$ cat config.mk
export PLATFORM = sky130hd
export DESIGN_NAME = rk4c_front
export DESIGN_NICKNAME = d
export VERILOG_FILES = /design/src/design/rk4c_pkg.sv /design/src/design/rk4c_front.sv
export SDC_FILE = /design/constraint.sdc
export NUM_CORES = 1
export LEC_CHECK = 0
export ABC_CLOCK_PERIOD_IN_PS = 2500
export BUFFER_PORTS_ARGS = -buffer_cell sky130_fd_sc_hd__buf_4
export CORE_ASPECT_RATIO = 0.6
export CORE_MARGIN = 8
export CORE_UTILIZATION = 44
export CTS_BUF_LIST = sky130_fd_sc_hd__clkbuf_4 sky130_fd_sc_hd__clkbuf_8 sky130_fd_sc_hd__clkbuf_16
export DETAILED_ROUTE_END_ITERATION = 10
export PLACE_DENSITY = 0.83
export SLEW_MARGIN = 20
export SYNTH_ARGS = -nofsm -noshare
export SYNTH_HDL_FRONTEND = slang
export SYNTH_SLANG_ARGS = --single-unit
$ cat constraint.sdc
create_clock -name aclk -period 2.5 [get_ports aclk]
set_input_delay 0.625 -clock aclk [delete_from_list [all_inputs] [get_ports aclk]]
set_output_delay 0.625 -clock aclk [all_outputs]
set_load 0.03 [all_outputs]
$ cat src/design/rk4c_pkg.sv
// rk4c_pkg: shared types, widths and stage codes of the rk4 stage combiner
// no dependencies; every other file of the block refers to it by scoped names

package rk4c_pkg;

    // variable store
    localparam int NUM_VARS = 64;
    localparam int VAR_W    = 6;
    localparam int ADDR_W   = (NUM_VARS > 1) ? $clog2(NUM_VARS) : 1;

    // item fields
    localparam int CMD_W  = 3;
    localparam int DATA_W = 32;
    localparam int STEP_W = 31;
    localparam logic [STEP_W-1:0] STEP_RESET = 31'd65536;

    // stage codes
    localparam logic [CMD_W-1:0] CMD_LOAD   = 3'd0;
    localparam logic [CMD_W-1:0] CMD_HALF_A = 3'd1;
    localparam logic [CMD_W-1:0] CMD_HALF_B = 3'd2;
    localparam logic [CMD_W-1:0] CMD_FULL   = 3'd3;
    localparam logic [CMD_W-1:0] CMD_FINAL  = 3'd4;

    // datapath widths
    localparam int FRAC_W  = 16;
    localparam int H_HI_W  = STEP_W - FRAC_W;
    localparam int OP_W    = 35;
    localparam int PHI_W   = OP_W + H_HI_W + 1;
    localparam int PLO_W   = OP_W + FRAC_W + 1;
    localparam int SCL_W   = PLO_W + 1;
    localparam int CLAMP_W = 36;
    localparam int RES_W   = CLAMP_W + 2;

    // beyond six times 2^32 every stage saturates, so the scaled value is clipped there
    localparam logic signed [CLAMP_W-1:0] CLAMP_LIM = 36'sd25769803776;
    localparam logic signed [CLAMP_W-1:0] CLAMP_NEG = -36'sd25769803776;

    localparam logic signed [DATA_W-1:0] DATA_MAX = 32'sh7FFF_FFFF;
    localparam logic signed [DATA_W-1:0] DATA_MIN = 32'sh8000_0000;

    // divide by six, one byte of dividend per stage
    localparam int DIV_W      = 40;
    localparam int DIV_BITS   = 8;
    localparam int DIV_STAGES = DIV_W / DIV_BITS;
    localparam int REM_W      = 3;
    localparam logic [REM_W-1:0] DIV_BY = 3'd6;
    localparam logic signed [CLAMP_W:0] DIV_BIAS = 37'sd5;
    localparam logic [DIV_W-1:0] DIV_MAX = 40'd25769803781;

    // queue between front and back
    localparam int QDEPTH = 4;
    localparam int QPTR_W = $clog2(QDEPTH);
    localparam int QCNT_W = QPTR_W + 1;

    typedef struct packed {
        logic [CMD_W-1:0]         cmd;
        logic [VAR_W-1:0]         var_index;
        logic signed [DATA_W-1:0] value_in;
        logic signed [DATA_W-1:0] derivative;
    } in_item_t;

    typedef struct packed {
        logic [VAR_W-1:0]         var_out;
        logic signed [DATA_W-1:0] new_value;
        logic                     step_done;
    } out_item_t;

    // what travels with an item down the back pipeline
    typedef struct packed {
        logic [CMD_W-1:0]         cmd;
        logic [VAR_W-1:0]         var_index;
        logic signed [DATA_W-1:0] start;
    } meta_t;

    typedef struct packed {
        meta_t                     meta;
        logic                      neg;
        logic signed [CLAMP_W-1:0] delta_pre;
    } div_tag_t;

endpackage

$ cat src/design/rk4c_front.sv
// rk4c_front: input register that accepts items and drops illegal stages
// depends on rk4c_pkg

module rk4c_front (
    input  logic                 aclk,
    input  logic                 aresetn,
    input  logic                 s_valid,
    output logic                 s_ready,
    input  rk4c_pkg::in_item_t   s_data,
    output logic                 push_valid,
    input  logic                 push_ready,
    output rk4c_pkg::in_item_t   push_item
);

    logic                 f_valid_reg;
    logic                 f_keep_reg;
    rk4c_pkg::in_item_t   f_item_reg;
    logic                 legal;
    logic                 f_take;

    assign legal = (s_data.cmd <= rk4c_pkg::CMD_FINAL) &&
                   ({1'b0, s_data.var_index} < (rk4c_pkg::VAR_W + 1)'(rk4c_pkg::NUM_VARS));

    // a dropped item leaves without touching the queue
    assign f_take     = f_valid_reg && (!f_keep_reg || push_ready);
    assign s_ready    = !f_valid_reg || f_take;
    assign push_valid = f_valid_reg && f_keep_reg;
    assign push_item  = f_item_reg;

    always_ff @(posedge aclk) begin
        if (!aresetn) begin
            f_valid_reg <= 1'b0;
        end else if (s_ready) begin
            f_valid_reg <= s_valid;
        end
    end

    always_ff @(posedge aclk) begin
        if (s_valid && s_ready) begin
            f_item_reg <= s_data;
            f_keep_reg <= legal;
        end
    end

endmodule

==> impl_results.md <==
* First-pass GRT wire length at 8390 µm
* Clock transition at path regs at 0.07 ns
* Crit end category: output port
* Crit path required time at about 1.9 ns
* IO Pins at 152
* FFs w/ async S/R, synth at 0%
* Total power draw at 3.06 mW
* CP Max Fanout at 2
* Count leader, synth: edfxtp_1
* Max-slew headroom at around four fifths
* Area after DPL at 3530 µm²
* HP Class: in -> reg
* Yosys warns at 0
* I/O Buffers at 151
* #FFs+latches synth at 75
* Static leakage at 1.63 nW
* Footprint of the multi-input gates at 52.6 µm²
* Final cycle utilization of the critical path at a little over two thirds
* Worst slew pin tran at 0.307 ns
* DR DRC count at 0
* Largest net degree at the start of global routing at 60
* Hold Path Origin: s_data[19]
* Core footprint at 5050 µm²
* Slowest stage delay, CP at ~0.43 ns
* Net count, final at 321
* Post-CTS Setup Inserts at 0
* Cts bufs inserted at 9
* Final cell count without fillers at 315
* EDFF count, synth at 74
* RSZ-0062 raised after global routing: no
* Worst Setup Slack, final at 0.743 ns
* Die W at about 110 µm
* Top FF cell, synth: edfxtp_1
* Avg Vias per Cell at about 4.5
* Row count at 20
* Mapped cell area at around 2300 µm²
* Layout cells sized above 1 at 69.1%
* Peak supply drop at between 0.4 and 0.5 mV
* Inst Count DP at 299
* CTS Root Cell: clkbuf_8
* CP Launch Type: flip-flop
* Hold WS at 0.470 ns
* Reg2Reg Setup Slack at 1.00 ns
* Htree depth at 3
* Slew Limit Fails at 0
* Hold Path End: push_item[19]
* 1st-iter DRT viols at 90
* Total GRT Usage at 15.0%
* CTS max path bufs at 2
* Diodes inserted at 0
* Mapped Cells at 81
* FF/Latch Area at 2240 µm²
* Vias at 1415
* Initial Util at 45.5%
* Design area at roughly 3800 µm²
* Max frequency at 569 MHz
* Area grow syn2layout at 65.3%
* WHS Path Cells at 1
* Initial antenna violation count at 0
* Clock skew at between 0.003 and 0.004 ns
* Syn nets at 158
* Cell variety after synth at 8
* Gpl congestion at 0.734
* Die H at 72.0 µm
* Dpl ws at between 0.6 and 0.7 ns
* Pre-antenna DRT Iters at 4
* Worst path arrival time at about 1.1 ns
* Fin util at 75.1%
* Max FFs per register at 73
* CP max-delay cell: edfxtp_1
* Routed wire length at 5980 µm
* Ranking of synthesized cells by area: edfxtp_1, dfxtp_1, nand3b_4
* Skew-Pair Late Insertion Delay at 0.33 ns
* CTS hold repair buffers at 0
* Critical R2R Launch: f_keep_reg
* CTS tree: done
* Register area share after synthesis at 97.6%
* CTS resizes at 0
* CP delay by family, top: flip-flops
* Depth of the most critical reg-to-reg path at 3
* Min Tclk post-route at around 1.8 ns
* Number of max-cap violations at 0
* Clock Sinks at 75
* Die area at 7870 µm²
* GRT Residual Overflow at 0
* Final ANT Viol Nets at 0
* Status: finished, final reports clean
* Reg2Reg Capture Point: push_item[12]
* CP Class: reg -> out
* Setup TNS Final at 0 ns
* Setup-failing EPs final at 0
* Fill cells at 302
* Yosys top cell area share at 96.7%
* WP buf/inv at 1
* Hold Vio Cnt, Final at 0
* Crit-path cells: and2_2 > buf_4
* Synth area leader: edfxtp_1
* Avg Cell Area, Syn at between 20 and 30 µm²
* Power Density at 805 nW/µm²
* DR WL/cell at 19.0 µm
* Vias in the first global route at 1531
-- layout by cell type, fill, tap and decap left out, drive strengths merged --
| cell | n |
|---|---|
| a21boi | 1 |
| and2 | 2 |
| buf | 152 |
| bufinv | 4 |
| clkbuf | 11 |
| clkinv | 1 |
| dfxtp | 1 |
| edfxtp | 74 |
| inv | 1 |
| nand3b | 1 |
| o21ai | 1 |
-- metal layers --
layer / part of all wire, % / up-vias / wire [µm] / global-route usage [%]
met5: 0 / - / 0 / 0
met3: 19 / 5 / 1160 / 12.1
li1: - / 649 / - / -
met4: 1.0 / 0 / 60 / 4.91
met2: 47 / 104 / 2800 / 23.4
met1: 33 / 657 / 1950 / 14.7
-- logic make-up (layout without fill, tap and decap cells) --
group	Yosys count	after routing	share of synthesized area [%]
compound gates	2	2	0.707
buf+inv	1	169	0.163
flops	75	75	97.6
simple gates	3	3	1.58
-- cell type report --
cell class              count  share of cell area (%)
clock buffers              11                    3.66
clock inverters             5                    3.29
inverters                   1                  0.0988
multi-input cells           5                    1.38
flip-flops and latches     75                    59.0
well taps                  66                    2.17
repair buffers            152                    30.4
-- worst max path at each step --
stage,start,slack (ns),cells past startpoint,to
after floorplan,push_ready,0.68,2,f_keep_reg
after global placement,push_ready,0.72,4,push_item[32]
after detailed placement,push_ready,0.69,4,push_item[10]
after CTS,f_keep_reg,0.72,2,push_valid
after global routing,f_keep_reg,0.70,2,push_valid
final,f_keep_reg,0.74,2,push_valid
-- power breakdown --
group,leakage [nW],switching [mW],internal (mW)
Combinational,0.769,0.218,0.165
Clock,0.134,0.399,0.785
Sequential,0.728,0.0220,1.47
Total,1.63,0.638,2.42
(Power assumes the default switching activity.)
