<file path="src/design/rk4c_pkg.sv">
// rk4c_pkg: shared types, widths and stage codes of the rk4 stage combiner
// no dependencies; every other file of the block refers to it by scoped names

package rk4c_pkg;

    // variable store
    localparam int NUM_VARS = 64;
    localparam int VAR_W    = 6;
    localparam int ADDR_W   = (NUM_VARS > 1) ? $clog2(NUM_VARS) : 1;

    // item fields
    localparam int CMD_W  = 3;
    localparam int DATA_W = 32;
    localparam int STEP_W = 31;
    localparam logic [STEP_W-1:0] STEP_RESET = 31'd65536;

    // stage codes
    localparam logic [CMD_W-1:0] CMD_LOAD   = 3'd0;
    localparam logic [CMD_W-1:0] CMD_HALF_A = 3'd1;
    localparam logic [CMD_W-1:0] CMD_HALF_B = 3'd2;
    localparam logic [CMD_W-1:0] CMD_FULL   = 3'd3;
    localparam logic [CMD_W-1:0] CMD_FINAL  = 3'd4;

    // datapath widths
    localparam int FRAC_W  = 16;
    localparam int H_HI_W  = STEP_W - FRAC_W;
    localparam int OP_W    = 35;
    localparam int PHI_W   = OP_W + H_HI_W + 1;
    localparam int PLO_W   = OP_W + FRAC_W + 1;
    localparam int SCL_W   = PLO_W + 1;
    localparam int CLAMP_W = 36;
    localparam int RES_W   = CLAMP_W + 2;

    // beyond six times 2^32 every stage saturates, so the scaled value is clipped there
    localparam logic signed [CLAMP_W-1:0] CLAMP_LIM = 36'sd25769803776;
    localparam logic signed [CLAMP_W-1:0] CLAMP_NEG = -36'sd25769803776;

    localparam logic signed [DATA_W-1:0] DATA_MAX = 32'sh7FFF_FFFF;
    localparam logic signed [DATA_W-1:0] DATA_MIN = 32'sh8000_0000;

    // divide by six, one byte of dividend per stage
    localparam int DIV_W      = 40;
    localparam int DIV_BITS   = 8;
    localparam int DIV_STAGES = DIV_W / DIV_BITS;
    localparam int REM_W      = 3;
    localparam logic [REM_W-1:0] DIV_BY = 3'd6;
    localparam logic signed [CLAMP_W:0] DIV_BIAS = 37'sd5;
    localparam logic [DIV_W-1:0] DIV_MAX = 40'd25769803781;

    // queue between front and back
    localparam int QDEPTH = 4;
    localparam int QPTR_W = $clog2(QDEPTH);
    localparam int QCNT_W = QPTR_W + 1;

    typedef struct packed {
        logic [CMD_W-1:0]         cmd;
        logic [VAR_W-1:0]         var_index;
        logic signed [DATA_W-1:0] value_in;
        logic signed [DATA_W-1:0] derivative;
    } in_item_t;

    typedef struct packed {
        logic [VAR_W-1:0]         var_out;
        logic signed [DATA_W-1:0] new_value;
        logic                     step_done;
    } out_item_t;

    // what travels with an item down the back pipeline
    typedef struct packed {
        logic [CMD_W-1:0]         cmd;
        logic [VAR_W-1:0]         var_index;
        logic signed [DATA_W-1:0] start;
    } meta_t;

    typedef struct packed {
        meta_t                     meta;
        logic                      neg;
        logic signed [CLAMP_W-1:0] delta_pre;
    } div_tag_t;

endpackage

</file>
<file path="src/design/rk4c_fifo.sv">
// rk4c_fifo: short queue of classified items between front and back
// depends on rk4c_pkg

module rk4c_fifo (
    input  logic                 aclk,
    input  logic                 aresetn,
    input  logic                 push_valid,
    output logic                 push_ready,
    input  rk4c_pkg::in_item_t   push_item,
    output logic                 pop_valid,
    input  logic                 pop_ready,
    output rk4c_pkg::in_item_t   pop_item
);

    rk4c_pkg::in_item_t            entry_reg [rk4c_pkg::QDEPTH];
    logic [rk4c_pkg::QPTR_W-1:0]   wr_ptr_reg;
    logic [rk4c_pkg::QPTR_W-1:0]   rd_ptr_reg;
    logic [rk4c_pkg::QCNT_W-1:0]   count_reg;
    logic [rk4c_pkg::QCNT_W-1:0]   count_next;
    logic                          push;
    logic                          pop;

    assign push_ready = (count_reg != rk4c_pkg::QCNT_W'(rk4c_pkg::QDEPTH));
    assign pop_valid  = (count_reg != '0);
    assign push       = push_valid && push_ready;
    assign pop        = pop_valid && pop_ready;
    assign pop_item   = entry_reg[rd_ptr_reg];

    always_comb begin
        count_next = count_reg;
        if (push && !pop) begin
            count_next = count_reg + 1'b1;
        end else if (pop && !push) begin
            count_next = count_reg - 1'b1;
        end
    end

    always_ff @(posedge aclk) begin
        if (!aresetn) begin
            wr_ptr_reg <= '0;
            rd_ptr_reg <= '0;
            count_reg  <= '0;
        end else begin
            count_reg <= count_next;
            if (push) begin
                wr_ptr_reg <= wr_ptr_reg + 1'b1;
            end
            if (pop) begin
                rd_ptr_reg <= rd_ptr_reg + 1'b1;
            end
        end
    end

    always_ff @(posedge aclk) begin
        if (push) begin
            entry_reg[wr_ptr_reg] <= push_item;
        end
    end

endmodule

</file>
<file path="config.mk">
export PLATFORM = sky130hd
export DESIGN_NAME = rk4c_fifo
export DESIGN_NICKNAME = d
export VERILOG_FILES = /design/src/design/rk4c_pkg.sv /design/src/design/rk4c_fifo.sv
export SDC_FILE = /design/constraint.sdc
export NUM_CORES = 1
export LEC_CHECK = 0
export BUFFER_PORTS_ARGS = -buffer_cell sky130_fd_sc_hd__buf_2
export CELL_PAD_IN_SITES_DETAIL_PLACEMENT = 0
export CELL_PAD_IN_SITES_GLOBAL_PLACEMENT = 1
export CORE_MARGIN = 1.5
export CORE_UTILIZATION = 45
export DETAILED_ROUTE_END_ITERATION = 10
export GPL_ROUTABILITY_DRIVEN = 0
export PLACE_DENSITY_LB_ADDON = 0.1
export SYNTH_ARGS = -nofsm -noshare
export SYNTH_HDL_FRONTEND = slang
export SYNTH_SLANG_ARGS = --single-unit
</file>
<file path="constraint.sdc">
create_clock -name aclk -period 3.3 [get_ports aclk]
set_input_delay 0.66 -clock aclk [delete_from_list [all_inputs] [get_ports aclk]]
set_output_delay 0.66 -clock aclk [all_outputs]
set_load 0.005 [all_outputs]
</file>
==> impl_metrics.prom <==
# TYPE chip_impl_metric gauge
chip_impl_info{name="critical_path.top_delay_family",value="flip-flops"} 1
chip_impl_metric{name="synth_compound_area_share",unit="%"} 0.406
chip_impl_metric{name="synth_enable_flop_cells",unit=""} 292
chip_impl_metric{name="largest_register_ff_count",unit=""} 292
chip_impl_metric{name="drv_slew",unit=""} 0
chip_impl_info{name="synth_top_family_by_area",value="multiplexers"} 1
chip_impl_metric{name="critical-path-max-stage-delay",unit="ns"} 0.72
chip_impl_metric{name="post_cts_setup_buffer_count",unit=""} 0
chip_impl_metric{name="ctsHoldBuffers",unit=""} 0
chip_impl_metric{name="fillers",unit=""} 1870
chip_impl_metric{name="num_io_pins",unit=""} 152
chip_impl_metric{name="post_synth.cell_area_avg",unit="sq um"} 25.8
chip_impl_metric{name="synth.ff_latch_count",unit=""} 301
chip_impl_info{name="clockRootBuffer",value="sky130_fd_sc_hd__clkbuf_16"} 1
chip_impl_metric{name="cts.clk_slew.worst_paths",unit="ns"} 0.06
chip_impl_info{name="worstSetupEndpointType",value="output pin"} 1
chip_impl_metric{name="areaGrowthSynthToFinish",unit="%"} 21.1
chip_impl_metric{name="instance_count_after_placement_with_tap_cells_included",unit=""} 904
chip_impl_metric{name="post_synth_instance_area",unit="sq um"} 11100
chip_impl_metric{name="cell_count_after_synthesis",unit=""} 429
chip_impl_metric{name="postPlaceCellArea",unit="sq um"} 12300
chip_impl_metric{name="worst_slack",unit="ns"} 0.384
chip_impl_info{name="worst_hold_check_path_type",value="primary input to flip-flop"} 1
chip_impl_metric{name="clock_tree.buffer_depth",unit=""} 3
chip_impl_info{name="critical_path.reg2reg.startpoint",value="count_reg[1]"} 1
chip_impl_metric{name="cts_buffers",unit=""} 34
chip_impl_metric{name="muxShareOfSynthArea",unit="%"} 15.1
chip_impl_metric{name="fin_nets",unit=""} 699
chip_impl_metric{name="power.total",unit="mW"} 10.7
chip_impl_metric{name="worst_ep_required_time",unit="ns"} 2.64
chip_impl_metric{name="timing.final.crit_share",unit="%"} 88.4
chip_impl_info{name="critical_path.slowest_cell",value="sky130_fd_sc_hd__dfxtp_4"} 1
chip_impl_metric{name="synth_simple_gate_area_share",unit="%"} 0.824
chip_impl_metric{name="drive_above_1_share",unit="%"} 45.4
chip_impl_info{name="synth_area_leader_cell",value="sky130_fd_sc_hd__edfxtp_1"} 1
chip_impl_metric{name="area_share_of_the_largest_cell_type_after_synthesis",unit="%"} 79.1
chip_impl_metric{name="worst-path-max-fanout",unit=""} 26
chip_impl_metric{name="postCtsResizedCells",unit=""} 0
chip_impl_metric{name="cellLeakagePower",unit="nW"} 4.53
chip_impl_info{name="rsz0062_at_grt",value="false"} 1
chip_impl_info{name="cts_tree",value="done"} 1
chip_impl_metric{name="finish.instance_area",unit="sq um"} 13400
chip_impl_metric{name="antenna_found_initial",unit=""} 1
chip_impl_metric{name="grt_remaining_overflow",unit=""} 0
chip_impl_info{name="status",value="completed"} 1
chip_impl_metric{name="fmaxAchievable",unit="MHz"} 343
chip_impl_metric{name="first_pass_detailed_route_iteration_total",unit=""} 4
chip_impl_metric{name="synth_cell_types",unit=""} 25
chip_impl_metric{name="cellPowerDensity",unit="nW/um^2"} 796
chip_impl_metric{name="timing.max_slew.rel_slack",unit="%"} 59.2
chip_impl_metric{name="grt_start_max_net_pins",unit=""} 38
chip_impl_metric{name="drc",unit=""} 0
chip_impl_info{name="critPathKind",value="flip-flop to output pin"} 1
chip_impl_metric{name="vdd_ir_drop_max",unit="mV"} 0.390
chip_impl_metric{name="dr_total_vias",unit=""} 4967
chip_impl_metric{name="coreArea",unit="sq um"} 24200
chip_impl_metric{name="post-route-min-period",unit="ns"} 2.92
chip_impl_info{name="top_flip_flop_cell_by_instance_count_after_synthesis",value="sky130_fd_sc_hd__edfxtp_1"} 1
chip_impl_metric{name="cp.buffers_inverters",unit=""} 2
chip_impl_metric{name="n_antenna_cell",unit=""} 0
chip_impl_metric{name="cts_sinks",unit=""} 301
chip_impl_info{name="synth.top_cells.by_area",value="sky130_fd_sc_hd__edfxtp_1 79%, sky130_fd_sc_hd__mux4_2 15%, sky130_fd_sc_hd__dfxtp_1 1.6%"} 1
chip_impl_metric{name="placement.io_buffers",unit=""} 151
chip_impl_metric{name="place_hpwl",unit="um"} 12200
chip_impl_info{name="min-delay-start",value="push_item[23]"} 1
chip_impl_metric{name="synth.yosys.warnings",unit=""} 0
chip_impl_metric{name="drt-total-wl",unit="um"} 20200
chip_impl_metric{name="floorplan.die.width",unit="um"} 160
chip_impl_metric{name="routed_wire_length_per_instance",unit="um"} 20.9
chip_impl_metric{name="die-area",unit="sq um"} 25600
chip_impl_metric{name="timing_worst_slew_pin_value",unit="ns"} 0.612
chip_impl_metric{name="std_cell_rows",unit=""} 57
chip_impl_metric{name="drtAntennaViolNets",unit=""} 0
chip_impl_metric{name="dp_worst_setup_slack",unit="ns"} 0.791
chip_impl_info{name="critical_path.startpoint_type",value="flip-flop"} 1
chip_impl_metric{name="drt-vias-per-instance",unit=""} 5.15
chip_impl_metric{name="post_layout_nonfiller_instances",unit=""} 965
chip_impl_metric{name="detail_route.iter0.violations",unit=""} 279
chip_impl_info{name="worstPathCellList",value="buf_4 > mux4_2 > buf_2"} 1
chip_impl_metric{name="grt_pass1_vias",unit=""} 5439
chip_impl_metric{name="synth-seq-area-share",unit="%"} 80.7
chip_impl_metric{name="worstPathArrival",unit="ns"} 2.26
chip_impl_metric{name="timing.max_cap.violations",unit=""} 0
chip_impl_metric{name="post_synth_xor_area_fraction",unit="%"} 0.316
chip_impl_metric{name="clk_latency",unit="ns"} 0.49
chip_impl_metric{name="fin_tns_setup",unit="ns"} 0
chip_impl_metric{name="cts-htree-levels",unit=""} 2
chip_impl_metric{name="hold_viol",unit=""} 0
chip_impl_metric{name="synth-async-reset-ratio",unit="%"} 0
chip_impl_metric{name="total_setup_violations_reported_at_the_end_of_the_flow",unit=""} 0
chip_impl_metric{name="synth_fa_ha_area_share",unit="%"} 0.745
chip_impl_metric{name="grtUsageTotal",unit="%"} 16.6
chip_impl_metric{name="fin_skew",unit="ns"} 0.0124
chip_impl_metric{name="net_count_synth",unit=""} 512
chip_impl_metric{name="first_pass_grt_wire_length",unit="um"} 31800
chip_impl_metric{name="fp.dieH",unit="um"} 160
chip_impl_metric{name="floorplan.initialDensity",unit="%"} 45.7
-- where the power goes --
group          internal, mW  switching, mW  total [mW]
Combinational          1.16          0.932        2.09
Clock                  2.37           1.36        3.72
Sequential             4.64          0.228        4.87
Total                  8.17           2.52        10.7
-- area by class of cell --
type	instances	area (sq um)	share of cell area [%]
multi-input combinational	108	1940	14.5
timing repair buffer	168	983	7.32
sequential	301	8960	66.7
tap	324	405	3.02
inverter	3	11.3	0.0838
clock buffer	47	973	7.25
clock inverter	14	159	1.18
-- stage by stage --
step	hold WS [ns]	utilization (%)
4_1_cts	0.357	55.4
5_1_grt	0.366	55.4
2_1_floorplan	0.468	-
6_report	0.380	55.4
3_5_place_dp	0.487	50.7
3_3_place_gp	0.476	50.7
-- cells in the mapped netlist, types with 2 or more instances --
cell type and n:
sky130_fd_sc_hd__buf_2 7, sky130_fd_sc_hd__or3_1 2, sky130_fd_sc_hd__edfxtp_1 292, sky130_fd_sc_hd__buf_12 7, sky130_fd_sc_hd__mux2i_1 3, sky130_fd_sc_hd__ha_1 5
sky130_fd_sc_hd__nand2_1 5, sky130_fd_sc_hd__and2_1 8, sky130_fd_sc_hd__mux4_2 72, sky130_fd_sc_hd__inv_1 3, sky130_fd_sc_hd__dfxtp_1 9, sky130_fd_sc_hd__xnor2_1 3
-- worst register-to-register path, stage by stage (launching register included) --
cell and delay, ns:
sky130_fd_sc_hd__dfxtp_1 0.46, sky130_fd_sc_hd__nor2_1 0.11, sky130_fd_sc_hd__a21boi_2 0.37, sky130_fd_sc_hd__ha_1 0.26, sky130_fd_sc_hd__inv_1 0.06, sky130_fd_sc_hd__fa_1 0.37, sky130_fd_sc_hd__xor2_1 0.18, sky130_fd_sc_hd__or3_1 0.30
sky130_fd_sc_hd__a21boi_0 0.16
-- layout by cell type (no fill, tap or decap) --
master / synthesis / routed
sky130_fd_sc_hd__mux2i_1: 3 / 3
sky130_fd_sc_hd__a21boi_2: 1 / 1
sky130_fd_sc_hd__fa_1: 1 / 1
sky130_fd_sc_hd__mux4_2: 72 / 72
sky130_fd_sc_hd__bufinv_16: 0 / 4
sky130_fd_sc_hd__nand2_1: 5 / 5
sky130_fd_sc_hd__buf_4: 0 / 9
sky130_fd_sc_hd__edfxtp_1: 292 / 292
sky130_fd_sc_hd__clkbuf_16: 0 / 37
sky130_fd_sc_hd__nor2b_1: 1 / 1
sky130_fd_sc_hd__dfxtp_4: 0 / 2
sky130_fd_sc_hd__and2_1: 8 / 4
sky130_fd_sc_hd__clkbuf_1: 1 / 9
sky130_fd_sc_hd__nor2_1: 1 / 1
sky130_fd_sc_hd__ha_1: 5 / 5
sky130_fd_sc_hd__a21boi_0: 1 / 1
sky130_fd_sc_hd__o21ai_0: 1 / 1
sky130_fd_sc_hd__xor2_1: 1 / 1
sky130_fd_sc_hd__or3_1: 2 / 2
sky130_fd_sc_hd__xnor2_1: 3 / 3
sky130_fd_sc_hd__mux4_1: 1 / 1
sky130_fd_sc_hd__buf_2: 7 / 151
sky130_fd_sc_hd__clkbuf_8: 0 / 1
sky130_fd_sc_hd__clkinv_2: 0 / 1
sky130_fd_sc_hd__inv_1: 3 / 3
sky130_fd_sc_hd__dfxtp_1: 9 / 7
sky130_fd_sc_hd__o311ai_1: 1 / 1
sky130_fd_sc_hd__buf_12: 7 / 8
sky130_fd_sc_hd__o31ai_2: 1 / 1
sky130_fd_sc_hd__clkinv_1: 0 / 9
sky130_fd_sc_hd__and2_4: 0 / 4
-- kinds of logic (layout without fill, tap and decap cells) --
group                    Yosys count  count (layout)
AND/OR/NAND/NOR                   17              17
XOR/XNOR                           4               4
adder cells (fa/ha/maj)            6               6
flip-flops                       301             301
AO/OA/AOI/OAI                      5               5
buffers and inverters             20             232
multiplexers                      76              76
-- layer usage --
metal / track usage [%] / wire length, um
met5: 0 / 12
met4: 5.14 / 384
met3: 3.35 / 855
met2: 26.8 / 10000
met1: 23.0 / 8900
-- final timing paths --
kind | depth (start not counted) | end | slack [ns]
hold / removal | 1 | entry_reg[0][23] | 0.38
setup reg to reg | 8 | count_reg[2] | 0.94
setup / recovery | 3 | pop_item[64] | 0.38
hold reg to reg | 2 | wr_ptr_reg[1] | 0.49
Note: power is estimated with default switching activity, not from simulation.
